===== config.mk =====
export PLATFORM = sky130hd
export DESIGN_NAME = midi_poly_voice_allocator
export DESIGN_NICKNAME = d
export VERILOG_FILES = /design/src/sv/mpva_pkg.sv /design/src/sv/midi_poly_voice_allocator.sv /design/src/sv/mpva_ram.sv /design/src/sv/mpva_ctrl.sv /design/src/sv/mpva_dp.sv
export SDC_FILE = /design/constraint.sdc
export NUM_CORES = 2
export LEC_CHECK = 0
export BUFFER_PORTS_ARGS = -buffer_cell sky130_fd_sc_hd__buf_2
export CAP_MARGIN = 5
export CORE_MARGIN = 1
export CORE_UTILIZATION = 25
export DETAILED_ROUTE_END_ITERATION = 12
export PLACE_DENSITY = 0.44
export SETUP_SLACK_MARGIN = 0.1
export SYNTH_ARGS = -nofsm -noshare
export SYNTH_HDL_FRONTEND = slang
export SYNTH_SLANG_ARGS = --single-unit

===== constraint.sdc =====
create_clock -name clk -period 10.5 [get_ports clk]
set_clock_uncertainty 0.15 [all_clocks]
set_input_delay 0.525 -clock clk [delete_from_list [all_inputs] [get_ports clk]]
set_output_delay 0.525 -clock clk [all_outputs]
set_load 0.02 [all_outputs]

===== src/sv/mpva_pkg.sv =====
// shared constants, codes and controller/datapath interface types
// for the polyphonic voice allocator; no dependencies
package mpva_pkg;

    localparam int MAX_VOICES_DEF = 16;
    localparam int HELD_DEPTH_DEF = 128;
    localparam int NUM_CHANNELS   = 16;
    localparam int NOTE_COUNT     = 128;

    localparam logic [6:0]  NOTE_CENTER = 7'd60;
    localparam logic [13:0] BEND_CENTER = 14'd8192;
    localparam logic [6:0]  CC_MOD      = 7'h01;
    localparam logic [6:0]  CC_PEDAL    = 7'h40;
    localparam logic [6:0]  CC_ALL_OFF  = 7'h7B;
    localparam logic [6:0]  PEDAL_ON    = 7'd64;
    localparam logic [7:0]  SYS_FIRST   = 8'hF0;

    // status high nibbles
    localparam logic [3:0] MSG_OFF  = 4'h8;
    localparam logic [3:0] MSG_ON   = 4'h9;
    localparam logic [3:0] MSG_KEYP = 4'hA;
    localparam logic [3:0] MSG_CC   = 4'hB;
    localparam logic [3:0] MSG_CHP  = 4'hD;
    localparam logic [3:0] MSG_BEND = 4'hE;
    localparam logic [3:0] MSG_SYS  = 4'hF;

    // system low nibbles
    localparam logic [3:0] SYS_START = 4'hA;
    localparam logic [3:0] SYS_CONT  = 4'hB;
    localparam logic [3:0] SYS_STOP  = 4'hC;

    // register indexes
    localparam logic [1:0] REG_FILTER = 2'd0;
    localparam logic [1:0] REG_VOICES = 2'd1;
    localparam logic [1:0] REG_MODE   = 2'd2;
    localparam logic [1:0] REG_GAPS   = 2'd3;

    // poly modes
    localparam logic [1:0] MODE_ROTATE = 2'd0;
    localparam logic [1:0] MODE_REUSE  = 2'd1;
    localparam logic [1:0] MODE_RESET  = 2'd2;
    localparam logic [1:0] MODE_MPE    = 2'd3;

    // message kinds seen by the controller
    localparam logic [2:0] KIND_DROP   = 3'd0;
    localparam logic [2:0] KIND_ON     = 3'd1;
    localparam logic [2:0] KIND_OFF    = 3'd2;
    localparam logic [2:0] KIND_PEDUP  = 3'd3;
    localparam logic [2:0] KIND_SIMPLE = 3'd4;

    // datapath operations
    localparam logic [4:0] OP_NONE     = 5'd0;
    localparam logic [4:0] OP_LATCH    = 5'd1;
    localparam logic [4:0] OP_APPLY    = 5'd2;
    localparam logic [4:0] OP_RM_INIT  = 5'd3;
    localparam logic [4:0] OP_RM_RD    = 5'd4;
    localparam logic [4:0] OP_RM_CHK   = 5'd5;
    localparam logic [4:0] OP_RM_DONE  = 5'd6;
    localparam logic [4:0] OP_PUSH     = 5'd7;
    localparam logic [4:0] OP_PICK     = 5'd8;
    localparam logic [4:0] OP_ROT      = 5'd9;
    localparam logic [4:0] OP_VSET     = 5'd10;
    localparam logic [4:0] OP_REL      = 5'd11;
    localparam logic [4:0] OP_TOP_RD   = 5'd12;
    localparam logic [4:0] OP_TOP_WR   = 5'd13;
    localparam logic [4:0] OP_PED_INIT = 5'd14;
    localparam logic [4:0] OP_PED      = 5'd15;
    localparam logic [4:0] OP_REC_INIT = 5'd16;
    localparam logic [4:0] OP_REC      = 5'd17;

    typedef struct packed {
        logic [4:0] op;
        logic       first;   // stack removal drops the oldest entry
    } cmd_t;

    typedef struct packed {
        logic [2:0] kind;
        logic       rm_skip;
        logic       rm_last;
        logic       full;
        logic       pick_direct;
        logic       rot_done;
        logic       rel_top;
        logic       pedal;
        logic       mono;
        logic       top_avail;
        logic       loop_last;
    } stat_t;

endpackage


===== src/sv/midi_poly_voice_allocator.sv =====
// top level of the midi polyphonic voice allocator
// depends on mpva_pkg, mpva_ctrl, mpva_dp (which holds mpva_ram)
//
// usage:
// - message channel: drive status_byte, data_first, data_second with start
//   high; the message transfers at a clock edge where start is high and busy
//   is low. busy stays high until the last voice record has been sent
// - result channel: one record per active voice, voice 0 first, each shown
//   for exactly one cycle with result_strobe high; last marks the final one.
//   the receiver cannot stall, records are never held
// - config channel: cfg_valid/cfg_ready with cfg_index and cfg_data; ready
//   only while idle. changing voice count or mode clears performance state
// - timing: records come at one per cycle. note on/off walk the held-note
//   stack in its ram, at most one walk per message (a full stack drops its
//   oldest entry only when the note was not held), and rotate allocation
//   steps one voice per cycle; a pedal release also walks the active
//   voices. filtered messages give no records
// - reset: registers and all voice state go to their defaults at once;
//   the stack ram needs no clearing since only entries below its count are read
module midi_poly_voice_allocator #(
    parameter int MAX_VOICES = mpva_pkg::MAX_VOICES_DEF,
    parameter int HELD_DEPTH = mpva_pkg::HELD_DEPTH_DEF
) (
    input  logic        clk,
    input  logic        rst_n,
    // message channel
    input  logic        start,
    output logic        busy,
    input  logic [7:0]  status_byte,
    input  logic [6:0]  data_first,
    input  logic [6:0]  data_second,
    // config channel
    input  logic        cfg_valid,
    output logic        cfg_ready,
    input  logic [1:0]  cfg_index,
    input  logic [4:0]  cfg_data,
    // result channel
    output logic        result_strobe,
    output logic [3:0]  voice,
    output logic [6:0]  note_number,
    output logic        gate_on,
    output logic [6:0]  note_velocity,
    output logic [6:0]  pressure,
    output logic [13:0] bend,
    output logic [6:0]  modulation,
    output logic        start_event,
    output logic        stop_event,
    output logic        continue_event,
    output logic        last
);

    mpva_pkg::cmd_t  cmd;
    mpva_pkg::stat_t stat;

    // config only while no message is in progress
    assign cfg_ready = !busy;

    mpva_ctrl u_ctrl (
        .clk   (clk),
        .rst_n (rst_n),
        .start (start),
        .st    (stat),
        .cmd   (cmd),
        .busy  (busy)
    );

    mpva_dp #(
        .MAX_VOICES (MAX_VOICES),
        .HELD_DEPTH (HELD_DEPTH)
    ) u_dp (
        .clk            (clk),
        .rst_n          (rst_n),
        .cmd            (cmd),
        .st             (stat),
        .status_byte    (status_byte),
        .data_first     (data_first),
        .data_second    (data_second),
        .cfg_wr         (cfg_valid && cfg_ready),
        .cfg_index      (cfg_index),
        .cfg_data       (cfg_data),
        .result_strobe  (result_strobe),
        .voice          (voice),
        .note_number    (note_number),
        .gate_on        (gate_on),
        .note_velocity  (note_velocity),
        .pressure       (pressure),
        .bend           (bend),
        .modulation     (modulation),
        .start_event    (start_event),
        .stop_event     (stop_event),
        .continue_event (continue_event),
        .last           (last)
    );

endmodule


===== src/sv/mpva_ram.sv =====
// generic single write, single read ram with registered read data
// no dependencies
module mpva_ram #(
    parameter int WIDTH = 8,
    parameter int DEPTH = 128
) (
    input  logic                     clk,
    input  logic                     we,
    input  logic [$clog2(DEPTH)-1:0] waddr,
    input  logic [WIDTH-1:0]         wdata,
    input  logic [$clog2(DEPTH)-1:0] raddr,
    output logic [WIDTH-1:0]         rdata
);

    logic [WIDTH-1:0] mem [DEPTH];

    always_ff @(posedge clk)
    begin
        if (we)
        begin
            mem[waddr] <= wdata;
        end
        rdata <= mem[raddr];
    end

endmodule


===== src/sv/mpva_ctrl.sv =====
// sequencing state machine of the voice allocator
// depends on mpva_pkg
module mpva_ctrl (
    input  logic           clk,
    input  logic           rst_n,
    input  logic           start,
    input  mpva_pkg::stat_t st,
    output mpva_pkg::cmd_t  cmd,
    output logic           busy
);

    localparam logic [4:0] S_IDLE  = 5'd0;
    localparam logic [4:0] S_DEC   = 5'd1;
    localparam logic [4:0] S_RMI   = 5'd2;
    localparam logic [4:0] S_RMR   = 5'd3;
    localparam logic [4:0] S_RMC   = 5'd4;
    localparam logic [4:0] S_RMX   = 5'd5;
    localparam logic [4:0] S_ONCHK = 5'd6;
    localparam logic [4:0] S_PUSH  = 5'd7;
    localparam logic [4:0] S_PICK  = 5'd8;
    localparam logic [4:0] S_ROT   = 5'd9;
    localparam logic [4:0] S_VSET  = 5'd10;
    localparam logic [4:0] S_REL   = 5'd11;
    localparam logic [4:0] S_TOPR  = 5'd12;
    localparam logic [4:0] S_TOPW  = 5'd13;
    localparam logic [4:0] S_PEDI  = 5'd14;
    localparam logic [4:0] S_PED   = 5'd15;
    localparam logic [4:0] S_RINIT = 5'd16;
    localparam logic [4:0] S_REC   = 5'd17;

    logic [4:0] state_reg, state_next;
    logic       first_reg, first_next;

    always_ff @(posedge clk or negedge rst_n)
    begin
        if (!rst_n)
        begin
            state_reg <= S_IDLE;
            first_reg <= 1'b0;
        end
        else
        begin
            state_reg <= state_next;
            first_reg <= first_next;
        end
    end

    assign busy = (state_reg != S_IDLE);

    always_comb
    begin
        state_next = state_reg;
        first_next = first_reg;
        cmd.op     = mpva_pkg::OP_NONE;
        cmd.first  = first_reg;
        case (state_reg)
            S_IDLE:
            begin
                if (start)
                begin
                    cmd.op     = mpva_pkg::OP_LATCH;
                    first_next = 1'b0;
                    state_next = S_DEC;
                end
            end
            S_DEC:
            begin
                case (st.kind)
                    mpva_pkg::KIND_DROP:  state_next = S_IDLE;
                    mpva_pkg::KIND_ON:    state_next = S_RMI;
                    mpva_pkg::KIND_OFF:   state_next = S_RMI;
                    mpva_pkg::KIND_PEDUP: state_next = S_PEDI;
                    default:
                    begin
                        cmd.op     = mpva_pkg::OP_APPLY;
                        state_next = S_RINIT;
                    end
                endcase
            end
            S_RMI:
            begin
                cmd.op     = mpva_pkg::OP_RM_INIT;
                state_next = st.rm_skip ? S_RMX : S_RMR;
            end
            S_RMR:
            begin
                cmd.op     = mpva_pkg::OP_RM_RD;
                state_next = S_RMC;
            end
            S_RMC:
            begin
                cmd.op     = mpva_pkg::OP_RM_CHK;
                state_next = st.rm_last ? S_RMX : S_RMR;
            end
            S_RMX:
            begin
                cmd.op     = mpva_pkg::OP_RM_DONE;
                state_next = (st.kind == mpva_pkg::KIND_ON) ? S_ONCHK : S_REL;
            end
            S_ONCHK:
            begin
                // stack full: drop the oldest entry before the push
                if (st.full)
                begin
                    first_next = 1'b1;
                    state_next = S_RMI;
                end
                else
                begin
                    state_next = S_PUSH;
                end
            end
            S_PUSH:
            begin
                cmd.op     = mpva_pkg::OP_PUSH;
                state_next = S_PICK;
            end
            S_PICK:
            begin
                cmd.op     = mpva_pkg::OP_PICK;
                state_next = st.pick_direct ? S_VSET : S_ROT;
            end
            S_ROT:
            begin
                cmd.op = mpva_pkg::OP_ROT;
                if (st.rot_done)
                begin
                    state_next = S_VSET;
                end
            end
            S_VSET:
            begin
                cmd.op     = mpva_pkg::OP_VSET;
                state_next = S_RINIT;
            end
            S_REL:
            begin
                cmd.op     = mpva_pkg::OP_REL;
                state_next = st.rel_top ? S_TOPR : S_RINIT;
            end
            S_TOPR:
            begin
                cmd.op     = mpva_pkg::OP_TOP_RD;
                state_next = S_TOPW;
            end
            S_TOPW:
            begin
                cmd.op     = mpva_pkg::OP_TOP_WR;
                state_next = S_RINIT;
            end
            S_PEDI:
            begin
                if (!st.pedal)
                begin
                    state_next = S_RINIT;
                end
                else
                begin
                    cmd.op = mpva_pkg::OP_PED_INIT;
                    if (st.mono)
                    begin
                        state_next = st.top_avail ? S_TOPR : S_RINIT;
                    end
                    else
                    begin
                        state_next = S_PED;
                    end
                end
            end
            S_PED:
            begin
                cmd.op = mpva_pkg::OP_PED;
                if (st.loop_last)
                begin
                    state_next = S_RINIT;
                end
            end
            S_RINIT:
            begin
                cmd.op     = mpva_pkg::OP_REC_INIT;
                state_next = S_REC;
            end
            S_REC:
            begin
                cmd.op = mpva_pkg::OP_REC;
                if (st.loop_last)
                begin
                    state_next = S_IDLE;
                end
            end
            default:
            begin
                state_next = S_IDLE;
            end
        endcase
    end

endmodule


===== src/sv/mpva_dp.sv =====
// datapath of the voice allocator: registers, voice state, held-note stack
// depends on mpva_pkg and mpva_ram
module mpva_dp #(
    parameter int MAX_VOICES = mpva_pkg::MAX_VOICES_DEF,
    parameter int HELD_DEPTH = mpva_pkg::HELD_DEPTH_DEF
) (
    input  logic            clk,
    input  logic            rst_n,
    input  mpva_pkg::cmd_t  cmd,
    output mpva_pkg::stat_t st,
    input  logic [7:0]      status_byte,
    input  logic [6:0]      data_first,
    input  logic [6:0]      data_second,
    input  logic            cfg_wr,
    input  logic [1:0]      cfg_index,
    input  logic [4:0]      cfg_data,
    output logic            result_strobe,
    output logic [3:0]      voice,
    output logic [6:0]      note_number,
    output logic            gate_on,
    output logic [6:0]      note_velocity,
    output logic [6:0]      pressure,
    output logic [13:0]     bend,
    output logic [6:0]      modulation,
    output logic            start_event,
    output logic            stop_event,
    output logic            continue_event,
    output logic            last
);

    localparam int NCH = mpva_pkg::NUM_CHANNELS;
    localparam int IW  = $clog2(HELD_DEPTH);
    localparam int CW  = $clog2(HELD_DEPTH + 1);
    localparam logic [4:0] MAXV     = 5'(MAX_VOICES);
    localparam logic [4:0] PTR_NONE = 5'h1F;
    localparam logic [CW-1:0] FULL_COUNT = CW'(HELD_DEPTH);

    // configuration
    logic [4:0] filter_reg, vcount_reg;
    logic [1:0] mode_reg;
    logic       gaps_reg;

    // latched message
    logic [7:0] st_reg;
    logic [6:0] d1_reg, d2_reg;

    // performance state
    logic [6:0]  vn_reg   [NCH];
    logic [6:0]  vel_reg  [NCH];
    logic [6:0]  prs_reg  [NCH];
    logic [13:0] bnd_reg  [NCH];
    logic [6:0]  mod_reg  [NCH];
    logic [NCH-1:0] gate_reg, gap_reg;
    logic        pedal_reg;
    logic [4:0]  ptr_reg;
    logic [CW-1:0] count_reg;
    logic [mpva_pkg::NOTE_COUNT-1:0] held_reg;

    // sequencing
    logic [IW-1:0] idx_reg;
    logic          found_reg;
    logic [6:0]    removed_reg;
    logic [3:0]    cnt_reg;
    logic [4:0]    rot_reg;
    logic [3:0]    vsel_reg;

    logic [4:0] n_act;
    logic       mpe;
    logic [3:0] chan;
    logic [2:0] kind;
    logic [NCH-1:0] vmatch, vact;
    logic [3:0] free_idx, reuse_idx;
    logic       reuse_any;
    logic [4:0] rot_step;
    logic [5:0] ptr_inc;
    logic       clr_perf, clr_wheels;
    logic       ram_we;
    logic [IW-1:0] ram_waddr, ram_raddr;
    logic [6:0] ram_wdata, ram_q;
    logic       is_match;
    logic [3:0] w_idx;

    mpva_ram #(
        .WIDTH (7),
        .DEPTH (HELD_DEPTH)
    ) u_stack (
        .clk   (clk),
        .we    (ram_we),
        .waddr (ram_waddr),
        .wdata (ram_wdata),
        .raddr (ram_raddr),
        .rdata (ram_q)
    );

    assign chan = st_reg[3:0];
    assign mpe  = (mode_reg == mpva_pkg::MODE_MPE);

    always_comb
    begin
        if (vcount_reg == 5'd0)
        begin
            n_act = 5'd1;
        end
        else if (vcount_reg > MAXV)
        begin
            n_act = MAXV;
        end
        else
        begin
            n_act = vcount_reg;
        end
    end

    // message classification
    always_comb
    begin
        if (filter_reg != 5'd0 && st_reg < mpva_pkg::SYS_FIRST
            && ({1'b0, chan} + 5'd1) != filter_reg)
        begin
            kind = mpva_pkg::KIND_DROP;
        end
        else
        begin
            case (st_reg[7:4])
                mpva_pkg::MSG_OFF: kind = mpva_pkg::KIND_OFF;
                mpva_pkg::MSG_ON:
                    kind = (d2_reg != 7'd0) ? mpva_pkg::KIND_ON : mpva_pkg::KIND_OFF;
                mpva_pkg::MSG_CC:
                    kind = (d1_reg == mpva_pkg::CC_PEDAL && d2_reg < mpva_pkg::PEDAL_ON)
                           ? mpva_pkg::KIND_PEDUP : mpva_pkg::KIND_SIMPLE;
                default: kind = mpva_pkg::KIND_SIMPLE;
            endcase
        end
    end

    // parallel compares over the voices and priority picks
    always_comb
    begin
        free_idx  = 4'(n_act - 5'd1);
        reuse_idx = 4'd0;
        reuse_any = 1'b0;
        for (int c = NCH - 1; c >= 0; c--)
        begin
            vmatch[c] = (vn_reg[c] == d1_reg);
            vact[c]   = (5'(c) < n_act);
            if (vact[c] && !gate_reg[c])
            begin
                free_idx = 4'(c);
            end
            if (vact[c] && vmatch[c])
            begin
                reuse_idx = 4'(c);
                reuse_any = 1'b1;
            end
        end
    end

    assign ptr_inc  = {1'b0, ptr_reg} + 6'd1;
    assign rot_step = (ptr_reg == PTR_NONE || ptr_inc >= {1'b0, n_act}) ? 5'd0 : ptr_inc[4:0];
    assign is_match = !found_reg && (cmd.first ? (idx_reg == '0) : (ram_q == d1_reg));
    assign w_idx    = mpe ? cnt_reg : 4'd0;

    always_comb
    begin
        st.kind      = kind;
        st.rm_skip   = (count_reg == '0) || (!cmd.first && !held_reg[d1_reg]);
        st.rm_last   = (CW'(idx_reg) + CW'(1)) == count_reg;
        st.full      = (count_reg >= FULL_COUNT);
        st.pick_direct = mpe || (n_act == 5'd1) || (mode_reg == mpva_pkg::MODE_RESET)
                         || (mode_reg == mpva_pkg::MODE_REUSE && reuse_any);
        st.rot_done  = !gate_reg[rot_step[3:0]] || (rot_reg == n_act);
        st.rel_top   = !pedal_reg && (n_act == 5'd1) && (d1_reg == vn_reg[0])
                       && (count_reg != '0);
        st.pedal     = pedal_reg;
        st.mono      = (n_act == 5'd1);
        st.top_avail = (count_reg != '0);
        st.loop_last = ({1'b0, cnt_reg} == n_act - 5'd1);
    end

    // stack memory port control
    always_comb
    begin
        ram_we    = 1'b0;
        ram_waddr = idx_reg - IW'(1);
        ram_wdata = ram_q;
        ram_raddr = idx_reg;
        case (cmd.op)
            mpva_pkg::OP_RM_CHK: ram_we = found_reg;
            mpva_pkg::OP_PUSH:
            begin
                ram_we    = 1'b1;
                ram_waddr = count_reg[IW-1:0];
                ram_wdata = d1_reg;
            end
            mpva_pkg::OP_TOP_RD: ram_raddr = IW'(count_reg - CW'(1));
            default: ram_we = 1'b0;
        endcase
    end

    assign clr_wheels = cfg_wr
        && ((cfg_index == mpva_pkg::REG_VOICES && cfg_data != vcount_reg)
         || (cfg_index == mpva_pkg::REG_MODE && cfg_data[1:0] != mode_reg));
    assign clr_perf = clr_wheels
        || (cmd.op == mpva_pkg::OP_APPLY && st_reg[7:4] == mpva_pkg::MSG_CC
            && d1_reg == mpva_pkg::CC_ALL_OFF && d2_reg == 7'd0);

    always_ff @(posedge clk or negedge rst_n)
    begin
        if (!rst_n)
        begin
            filter_reg    <= 5'd0;
            vcount_reg    <= 5'd1;
            mode_reg      <= mpva_pkg::MODE_ROTATE;
            gaps_reg      <= 1'b0;
            for (int c = 0; c < NCH; c++)
            begin
                vn_reg[c]  <= mpva_pkg::NOTE_CENTER;
                vel_reg[c] <= 7'd0;
                prs_reg[c] <= 7'd0;
                bnd_reg[c] <= mpva_pkg::BEND_CENTER;
                mod_reg[c] <= 7'd0;
            end
            gate_reg      <= '0;
            gap_reg       <= '0;
            pedal_reg     <= 1'b0;
            ptr_reg       <= PTR_NONE;
            count_reg     <= '0;
            held_reg      <= '0;
            idx_reg       <= '0;
            found_reg     <= 1'b0;
            removed_reg   <= 7'd0;
            cnt_reg       <= 4'd0;
            rot_reg       <= 5'd0;
            vsel_reg      <= 4'd0;
            result_strobe <= 1'b0;
        end
        else
        begin
            result_strobe <= (cmd.op == mpva_pkg::OP_REC);
            if (cfg_wr)
            begin
                case (cfg_index)
                    mpva_pkg::REG_FILTER: filter_reg <= cfg_data;
                    mpva_pkg::REG_VOICES: vcount_reg <= cfg_data;
                    mpva_pkg::REG_MODE:   mode_reg   <= cfg_data[1:0];
                    default:              gaps_reg   <= cfg_data[0];
                endcase
            end
            case (cmd.op)
                mpva_pkg::OP_APPLY:
                begin
                    case (st_reg[7:4])
                        mpva_pkg::MSG_KEYP:
                        begin
                            for (int c = 0; c < NCH; c++)
                            begin
                                if (vmatch[c])
                                begin
                                    prs_reg[c] <= d2_reg;
                                end
                            end
                        end
                        mpva_pkg::MSG_CC:
                        begin
                            if (d1_reg == mpva_pkg::CC_MOD)
                            begin
                                mod_reg[mpe ? chan : 4'd0] <= d2_reg;
                            end
                            else if (d1_reg == mpva_pkg::CC_PEDAL)
                            begin
                                pedal_reg <= 1'b1;
                            end
                        end
                        mpva_pkg::MSG_CHP:
                        begin
                            for (int c = 0; c < NCH; c++)
                            begin
                                if (!mpe || 4'(c) == chan)
                                begin
                                    prs_reg[c] <= d1_reg;
                                end
                            end
                        end
                        mpva_pkg::MSG_BEND: bnd_reg[mpe ? chan : 4'd0] <= {d2_reg, d1_reg};
                        default: pedal_reg <= pedal_reg;
                    endcase
                end
                mpva_pkg::OP_RM_INIT:
                begin
                    idx_reg   <= '0;
                    found_reg <= 1'b0;
                end
                mpva_pkg::OP_RM_CHK:
                begin
                    if (is_match)
                    begin
                        found_reg   <= 1'b1;
                        removed_reg <= ram_q;
                    end
                    idx_reg <= idx_reg + IW'(1);
                end
                mpva_pkg::OP_RM_DONE:
                begin
                    if (found_reg)
                    begin
                        count_reg             <= count_reg - CW'(1);
                        held_reg[removed_reg] <= 1'b0;
                    end
                end
                mpva_pkg::OP_PUSH:
                begin
                    count_reg        <= count_reg + CW'(1);
                    held_reg[d1_reg] <= 1'b1;
                end
                mpva_pkg::OP_PICK:
                begin
                    rot_reg <= 5'd0;
                    if (mpe)
                    begin
                        vsel_reg <= chan;
                    end
                    else if (n_act == 5'd1)
                    begin
                        vsel_reg <= 4'd0;
                    end
                    else if (mode_reg == mpva_pkg::MODE_RESET)
                    begin
                        vsel_reg <= free_idx;
                    end
                    else
                    begin
                        vsel_reg <= reuse_idx;
                    end
                end
                mpva_pkg::OP_ROT:
                begin
                    ptr_reg  <= rot_step;
                    vsel_reg <= rot_step[3:0];
                    rot_reg  <= rot_reg + 5'd1;
                end
                mpva_pkg::OP_VSET:
                begin
                    vn_reg[vsel_reg]   <= d1_reg;
                    vel_reg[vsel_reg]  <= d2_reg;
                    gate_reg[vsel_reg] <= 1'b1;
                end
                mpva_pkg::OP_REL:
                begin
                    if (!pedal_reg)
                    begin
                        for (int c = 0; c < NCH; c++)
                        begin
                            if (vact[c] && vmatch[c])
                            begin
                                gate_reg[c] <= 1'b0;
                                gap_reg[c]  <= gaps_reg;
                            end
                        end
                    end
                end
                mpva_pkg::OP_TOP_WR:
                begin
                    vn_reg[0] <= ram_q;
                    if (kind == mpva_pkg::KIND_OFF)
                    begin
                        gate_reg[0] <= 1'b1;
                    end
                end
                mpva_pkg::OP_PED_INIT:
                begin
                    pedal_reg <= 1'b0;
                    cnt_reg   <= 4'd0;
                end
                mpva_pkg::OP_PED:
                begin
                    if (gate_reg[cnt_reg])
                    begin
                        gate_reg[cnt_reg] <= held_reg[vn_reg[cnt_reg]];
                    end
                    cnt_reg <= cnt_reg + 4'd1;
                end
                mpva_pkg::OP_REC_INIT: cnt_reg <= 4'd0;
                mpva_pkg::OP_REC:
                begin
                    gap_reg[cnt_reg] <= 1'b0;
                    cnt_reg          <= cnt_reg + 4'd1;
                end
                default: cnt_reg <= cnt_reg;
            endcase
            if (clr_perf)
            begin
                for (int c = 0; c < NCH; c++)
                begin
                    vn_reg[c]  <= mpva_pkg::NOTE_CENTER;
                    vel_reg[c] <= 7'd0;
                    prs_reg[c] <= 7'd0;
                    if (clr_wheels)
                    begin
                        bnd_reg[c] <= mpva_pkg::BEND_CENTER;
                        mod_reg[c] <= 7'd0;
                    end
                end
                gate_reg  <= '0;
                gap_reg   <= '0;
                pedal_reg <= 1'b0;
                ptr_reg   <= PTR_NONE;
                count_reg <= '0;
                held_reg  <= '0;
            end
        end
    end

    // message latch and record payload, no reset
    always_ff @(posedge clk)
    begin
        if (cmd.op == mpva_pkg::OP_LATCH)
        begin
            st_reg <= status_byte;
            d1_reg <= data_first;
            d2_reg <= data_second;
        end
        if (cmd.op == mpva_pkg::OP_REC)
        begin
            voice          <= cnt_reg;
            note_number    <= vn_reg[cnt_reg];
            gate_on        <= gate_reg[cnt_reg] && !gap_reg[cnt_reg];
            note_velocity  <= vel_reg[cnt_reg];
            pressure       <= prs_reg[cnt_reg];
            bend           <= bnd_reg[w_idx];
            modulation     <= mod_reg[w_idx];
            start_event    <= (st_reg[7:4] == mpva_pkg::MSG_SYS && chan == mpva_pkg::SYS_START);
            stop_event     <= (st_reg[7:4] == mpva_pkg::MSG_SYS && chan == mpva_pkg::SYS_STOP);
            continue_event <= (st_reg[7:4] == mpva_pkg::MSG_SYS && chan == mpva_pkg::SYS_CONT);
            last           <= st.loop_last;
        end
    end

endmodule

# == Yosys cells after proc, flatten, opt, wreduce, memory -nomap -nowiden ==
# Memory sizes are Yosys's and may differ from the RTL's. A register that Yosys moved wholly into a read port is not among the register bits.
# Cells that the tools add are included.
# classes
add_sub_neg,10
magnitude_cmp,37
eq_ne,156
mux,272
n_bitwise,11
reduce_logical,196
# op_table
operator,n
112-bit two-way mux,9
224-bit two-way mux,3
7-bit two-way mux,61
112-bit bitwise mux,3
14-bit two-way mux,19
128-bit two-way mux,2
128-bit one-hot mux with 2 select lines,1
224-bit bitwise mux,1
112-bit one-hot mux with 2 select lines,1
5-bit one-hot mux with 17 select lines,2
4-bit two-way mux,39
3-bit by 1-bit inequality test with 1-bit output (second input constant),51
4-bit AND reduction,33
128-bit AND,1
128-bit inverter,1
128-bit OR,1
7-bit equality test,18
7-bit binary-select mux with 4-bit select,4
105-bit two-way mux,1
5-bit by 4-bit equality test with 1-bit output (second input constant),16
16-bit two-way mux,5
1-bit two-way mux,69
5-bit two-way mux,13
1-bit logical AND,58
other kinds (95),270
# word_totals
register_bits,967
ramBits,896
input_bits,33
out_inout_bits,54
word_cells,826
memories,1
# memory_table
name,depth,width,read_ports,rd_ports_with_merged_regs,write_ports,line_no,text
u_dp.u_stack.mem,128,7,1,1,1,mpva_ram.sv:15,logic [WIDTH-1:0] mem [DEPTH];

# == Depth between registers and ports, before layout ==
# depth
depth_word,25
mapped_depth,16
mapped_depth_nobuf,14

# == Modules after synthesis ==
# Synthesis repeated with hierarchy kept, for this count alone.
# unflattened
hier_cells,7031
hier_area_um2,86897.1
# by_module_without_submodules
module,n_inst,cells_each,area_each_um2,seq_area_each_um2
mpva_dp,1,5461,51266.7,24521.0
mpva_ram,1,1452,34813.4,27045.9
mpva_ctrl,1,116,807.0,150.1
midi_poly_voice_allocator,1,2,10.0,0.0

# == Worst setup path before layout ==
# OpenSTA, ideal clock, no wires.
# synth_path
path_kind,register -> register
startpoint,reg u_dp.d1_reg[4]
endpoint,mem u_dp.u_stack.mem[0][4] (data pin)
setup_ps,1197
t_arrival_ps,7069
required_time_ps,9153
path_slack_ps,2083
path_stages_with_launch,8
path_buffers,5
period_less_slack_ps,8417
path_cell_list,edfxtp_1 > buf_1 > clkbuf_1 > clkbuf_1 > inv_1 > clkbuf_1 > clkbuf_1 > o21ai_0
# synth_via
elab_chain_len,11
word_cells_on_any_way,14
cone_classes,eq/ne: 5; mux: 6; reduce/logical: 3
# synth_lines
element,line_no,text
start: declaration,mpva_dp.sv:45,"logic [6:0] d1_reg, d2_reg;"
start signal: assignment,mpva_dp.sv:419,d1_reg <= data_first;
7-bit equality test,mpva_dp.sv:129,kind = (d1_reg == mpva_pkg::CC_PEDAL && d2_reg < mpva_pkg::PEDAL_ON)
1-bit logical AND,mpva_dp.sv:129,
3-bit two-way mux,mpva_dp.sv:130,? mpva_pkg::KIND_PEDUP : mpva_pkg::KIND_SIMPLE;
3-bit one-hot mux with 3 select lines,mpva_dp.sv:124,case (st_reg[7:4])
3-bit two-way mux,mpva_dp.sv:117,if (filter_reg != 5'd0 && st_reg < mpva_pkg::SYS_FIRST
"3-bit by 2-bit equality test with 1-bit output, or another cell as far along",mpva_ctrl.sv:68,case (st.kind)
4-bit OR reduction (no line),-,
2-bit two-way mux,mpva_ctrl.sv:68,
5-bit one-hot mux with 17 select lines,mpva_ctrl.sv:56,case (state_reg)
5-bit by 3-bit equality test with 1-bit output,mpva_dp.sv:187,case (cmd.op)
7-bit two-way mux (*),mpva_dp.sv:187,
via u_dp.ram_wdata[4],mpva_dp.sv:79,"logic [6:0] ram_wdata, ram_q;"
end: declaration,mpva_ram.sv:15,
# Mark *: on every way through the listed nets, which the timed path passes. The rest lies on a longest branch.

# == Final worst setup path ==
# layout_path
startpoint,reg u_dp.d1_reg[6]
endpoint,reg u_dp.gate_reg[2]
# layout_via
elab_chain_len,16
word_cells_on_any_way,30
cone_classes,eq/ne: 13; mux: 7; reduce/logical: 10
# layout_lines
element,line_no,text
7-bit equality test,mpva_dp.sv:129,
1-bit logical AND,mpva_dp.sv:129,
3-bit two-way mux,mpva_dp.sv:130,
3-bit one-hot mux with 3 select lines,mpva_dp.sv:124,
3-bit two-way mux,mpva_dp.sv:117,
"3-bit by 2-bit equality test with 1-bit output, or another cell as far along",mpva_ctrl.sv:68,
4-bit OR reduction (no line),-,
2-bit two-way mux,mpva_ctrl.sv:68,
5-bit one-hot mux with 17 select lines,mpva_ctrl.sv:56,
5-bit by 2-bit equality test with 1-bit output,mpva_dp.sv:204,|| (cmd.op == mpva_pkg::OP_APPLY && st_reg[7:4] == mpva_pkg::MSG_CC
1-bit logical AND,mpva_dp.sv:204,
1-bit logical AND (2 in series),mpva_dp.sv:205,&& d1_reg == mpva_pkg::CC_ALL_OFF && d2_reg == 7'd0);
1-bit logical OR,mpva_dp.sv:204,
"3-bit by 1-bit inequality test with 1-bit output (no line), or another cell as far along",-,
4-bit AND reduction (no line),-,
end signal: indexed assignment,mpva_dp.sv:378,gate_reg[cnt_reg] <= held_reg[vn_reg[cnt_reg]];
end: declaration,mpva_dp.sv:53,"logic [NCH-1:0] gate_reg, gap_reg;"
# Parallel ways exist; a longest one is shown, timed or not.
# A chain may end at the register's enable or synchronous reset.

==> impl_metrics.ini <==
[status]
status = finished, final reports clean

[synth]
ys_seq_area_frac = 0.592
synthDistinctLibCells = 91
muxShareOfSynthArea = 0.137
synth_edf_count = 969
synth_top_area_frac = 0.333
ys_seq_elements = 1870
synth_top_family_by_area = multiplexers
netlist_instances = 7375
postSynthAreaPerCell_sq_um = 11.8
synth.area.top_cells = edfxtp_1, dfrtp_1, mux4_2, mux2i_1, nand2_1
netlist_area_sq_um = 87300
synthSimpleGateAreaFrac = 0.124
synth_xor_area_frac = 0.0176
synth_fa_ha_area_frac = 0.00338
synth-async-reset-ratio = 0.478
synthFlopType = edfxtp_1
syn-num-nets = 7430
synth_compound_area_frac = 0.0981
synth_top_area_cell = edfxtp_1
synth_warnings = 0

[timing]
whs_ns = 0.0253
min_period_ns = 5.53
rsz0062_at_grt = no
min_period_over_period = 0.526
layout_setup_ws_ns = 4.97
final_max_slew_viol_count = 0
max_freq_mhz = 181
finalSetupTns_ns = 0
worst_slew_pin_slew_ns = 1.32
final-hold-violation-count = 0
timing.slew.headroom = 0.115
setup_violations = 0

[clocking]
cts.clk_slew.worst_paths_ns = 0.06
cts_tree = done
htree_levels = 4
cts_buffers = 210
cts_sinks = 1870
cts-root-buf = clkbuf_16
clock_latency_ns = 0.90
cts_buffer_depth = 4

[final_layout]
nNetsFinal = 7340
drive_gt1_frac = 0.146
final_util = 0.288
fillers = 35500
design_area_sq_um = 100000
largest_reg_flops = 896
synthToLayoutAreaGrowth_pct = 14.5

[floorplan]
start_util = 0.252
coreArea_sq_um = 347000
placementRows = 216
fp.dieArea_sq_um = 352000
die_h_microns = 593
io_pins = 87
die_x_microns = 593

[flow_run]
maxCapViolCount = 0

[global_route]
antenna_found_initial = 14
grt_max_degree = 157
grt_overflow = 0
grtUsageTotal = 0.168
grt_pass1_vias = 61000
grt_pass1_wl_microns = 440000

[place]
place_area_sq_um = 92800
post-dp-hpwl_microns = 187000
place_congestion = 0.896
pre_cts_slack_ns = 5.12
port_buffers = 86

[route]
ant_nets = 0
routed_wl_microns = 301000
drc = 0
first_pass_iters = 6
viasPerCell = 5.11
drt_iter0_markers = 6010
num_vias = 61500
wl_per_cell_microns = 25.0

[setup_path]
critPathSlowestCell = nor4b_2
path_cells = buf_4 > buf_4 > nor4b_2 > nand4_1 > a21o_1 > o211ai_1 > a2111oi_2 > buf_4 > o22a_1 > nor2_1 > o21ai_0 > o211ai_1
critPathMostFrequentCell = buf_4
path_class = register to register
crit_arrival_ns = 6.16
worstSetupEndpointType = register
startpoint_type = register
cp_data_required_time_ns = 11.14
slowest_delay_ns = 1.06
critical_path.max_fanout = 26

[power]
cellPowerDensity_nw_per_um2 = 152
peakVddDrop_mv = 0.186
p_leak_nw = 33.0

[min_path]
hold_class = input port to async pin
## final timing paths
path,startpoint,to,slack [ns],depth (start not counted)
setup / recovery,u_dp.d1_reg[6]$_DFFE_PN_,u_dp.gate_reg[2]$_DFFE_PN0P_,4.97,12
hold / removal,rst_n,u_dp.prs_reg[110]$_DFFE_PN0P_,0.03,2
setup reg to reg,u_dp.d1_reg[6]$_DFFE_PN_,u_dp.gate_reg[2]$_DFFE_PN0P_,4.97,12
hold reg to reg,u_dp.prs_reg[37]$_DFFE_PN0P_,u_dp.prs_reg[37]$_DFFE_PN0P_,0.33,2
max in group asynchronous,rst_n,u_dp.mod_reg[34]$_DFF_PN0_,7.82,4
min in group clk,status_byte[2],u_dp.st_reg[2]$_DFFE_PN_,0.21,2
## worst max-delay path, delay by kind of cell (launching register included)
kind            cells  cell delay (ns)
flops               1             0.32
simple gates        3             2.03
compound gates      6             1.66
buf+inv             3             1.19
## routing by layer
metal / wire length [microns] / part of all wire / track usage / vias to the layer above
li1: - / - / - / 26900
met1: 134000 / 0.45 / 0.234 / 31900
met2: 138000 / 0.46 / 0.267 / 2198
met3: 17700 / 0.059 / 0.0224 / 500
met4: 10900 / 0.036 / 0.0579 / 2
met5: 12 / 0.000040 / 0 / -
## cell usage after synthesis (86+ instances only)
cell type and n:
a22oi_1 152, mux2i_1 456, edfxtp_1 969, clkbuf_1 445
a21oi_1 443, mux4_2 289, xor2_1 89, o21ai_0 251
nand2_1 1174, nand3_1 213, dfstp_2 86, dfrtp_1 808
nor3_1 109, xnor2_1 87, nor2_1 734
## repair_timing
item	4_1_cts	5_1_grt
hold buffers	34	0
resized for setup	0	0
endpoints found under the hold margin	111	0
buffers inserted	0	0
## stage by stage
stage	total power [mW]	std cells
2_1_floorplan	7.81	7375
3_3_place_gp	7.90	11600
3_5_place_dp	7.90	11600
4_1_cts	15.4	12000
5_1_grt	15.7	12000
6_report	15.2	12000
## cells in the final DEF, fill, tap and decap left out, drive strengths merged, types with 47 or more instances in the layout
cell and n:
nand2 1176, edfxtp 969, dfrtp 808, nor2 737
mux2i 457, a21oi 443, mux4 295, clkbuf 286
o21ai 266, buf 227, nand3 213, a22oi 152
nor3 111, xor2 89, xnor2 87, dfstp 86
nor2b 75, clkinv 75, a211oi 71, o221ai 68
mux2 67, nor4 55, a31oi 48, o211ai 47
## report_power, final
group / total (mW) / switching, mW / internal [mW]
clock: 7.44 / 3.18 / 4.26
combinational: 0.0995 / 0.0819 / 0.0176
sequential: 7.66 / 0 / 7.66
total: 15.2 / 3.26 / 11.9
## area by class of cell
cell class              count  area (sq um)  area share
clock buffers             286          5790      0.0579
clock inverters           103          1060      0.0106
multi-input cells        4905         33600       0.336
diodes                      3          7.51   0.0000751
flip-flops and latches   1870         51700       0.517
inverters                  37           139     0.00139
repair buffers            261          1940      0.0194
well taps                4578          5730      0.0573
## logic make-up after synthesis
family,Yosys count
AND/OR/NAND/NOR,2540
flip-flops,1870
buffers and inverters,600
AO/OA/AOI/OAI,1346
multiplexers,819
XOR/XNOR,176
adder cells (fa/ha/maj),24
(Power assumes the default switching activity.)
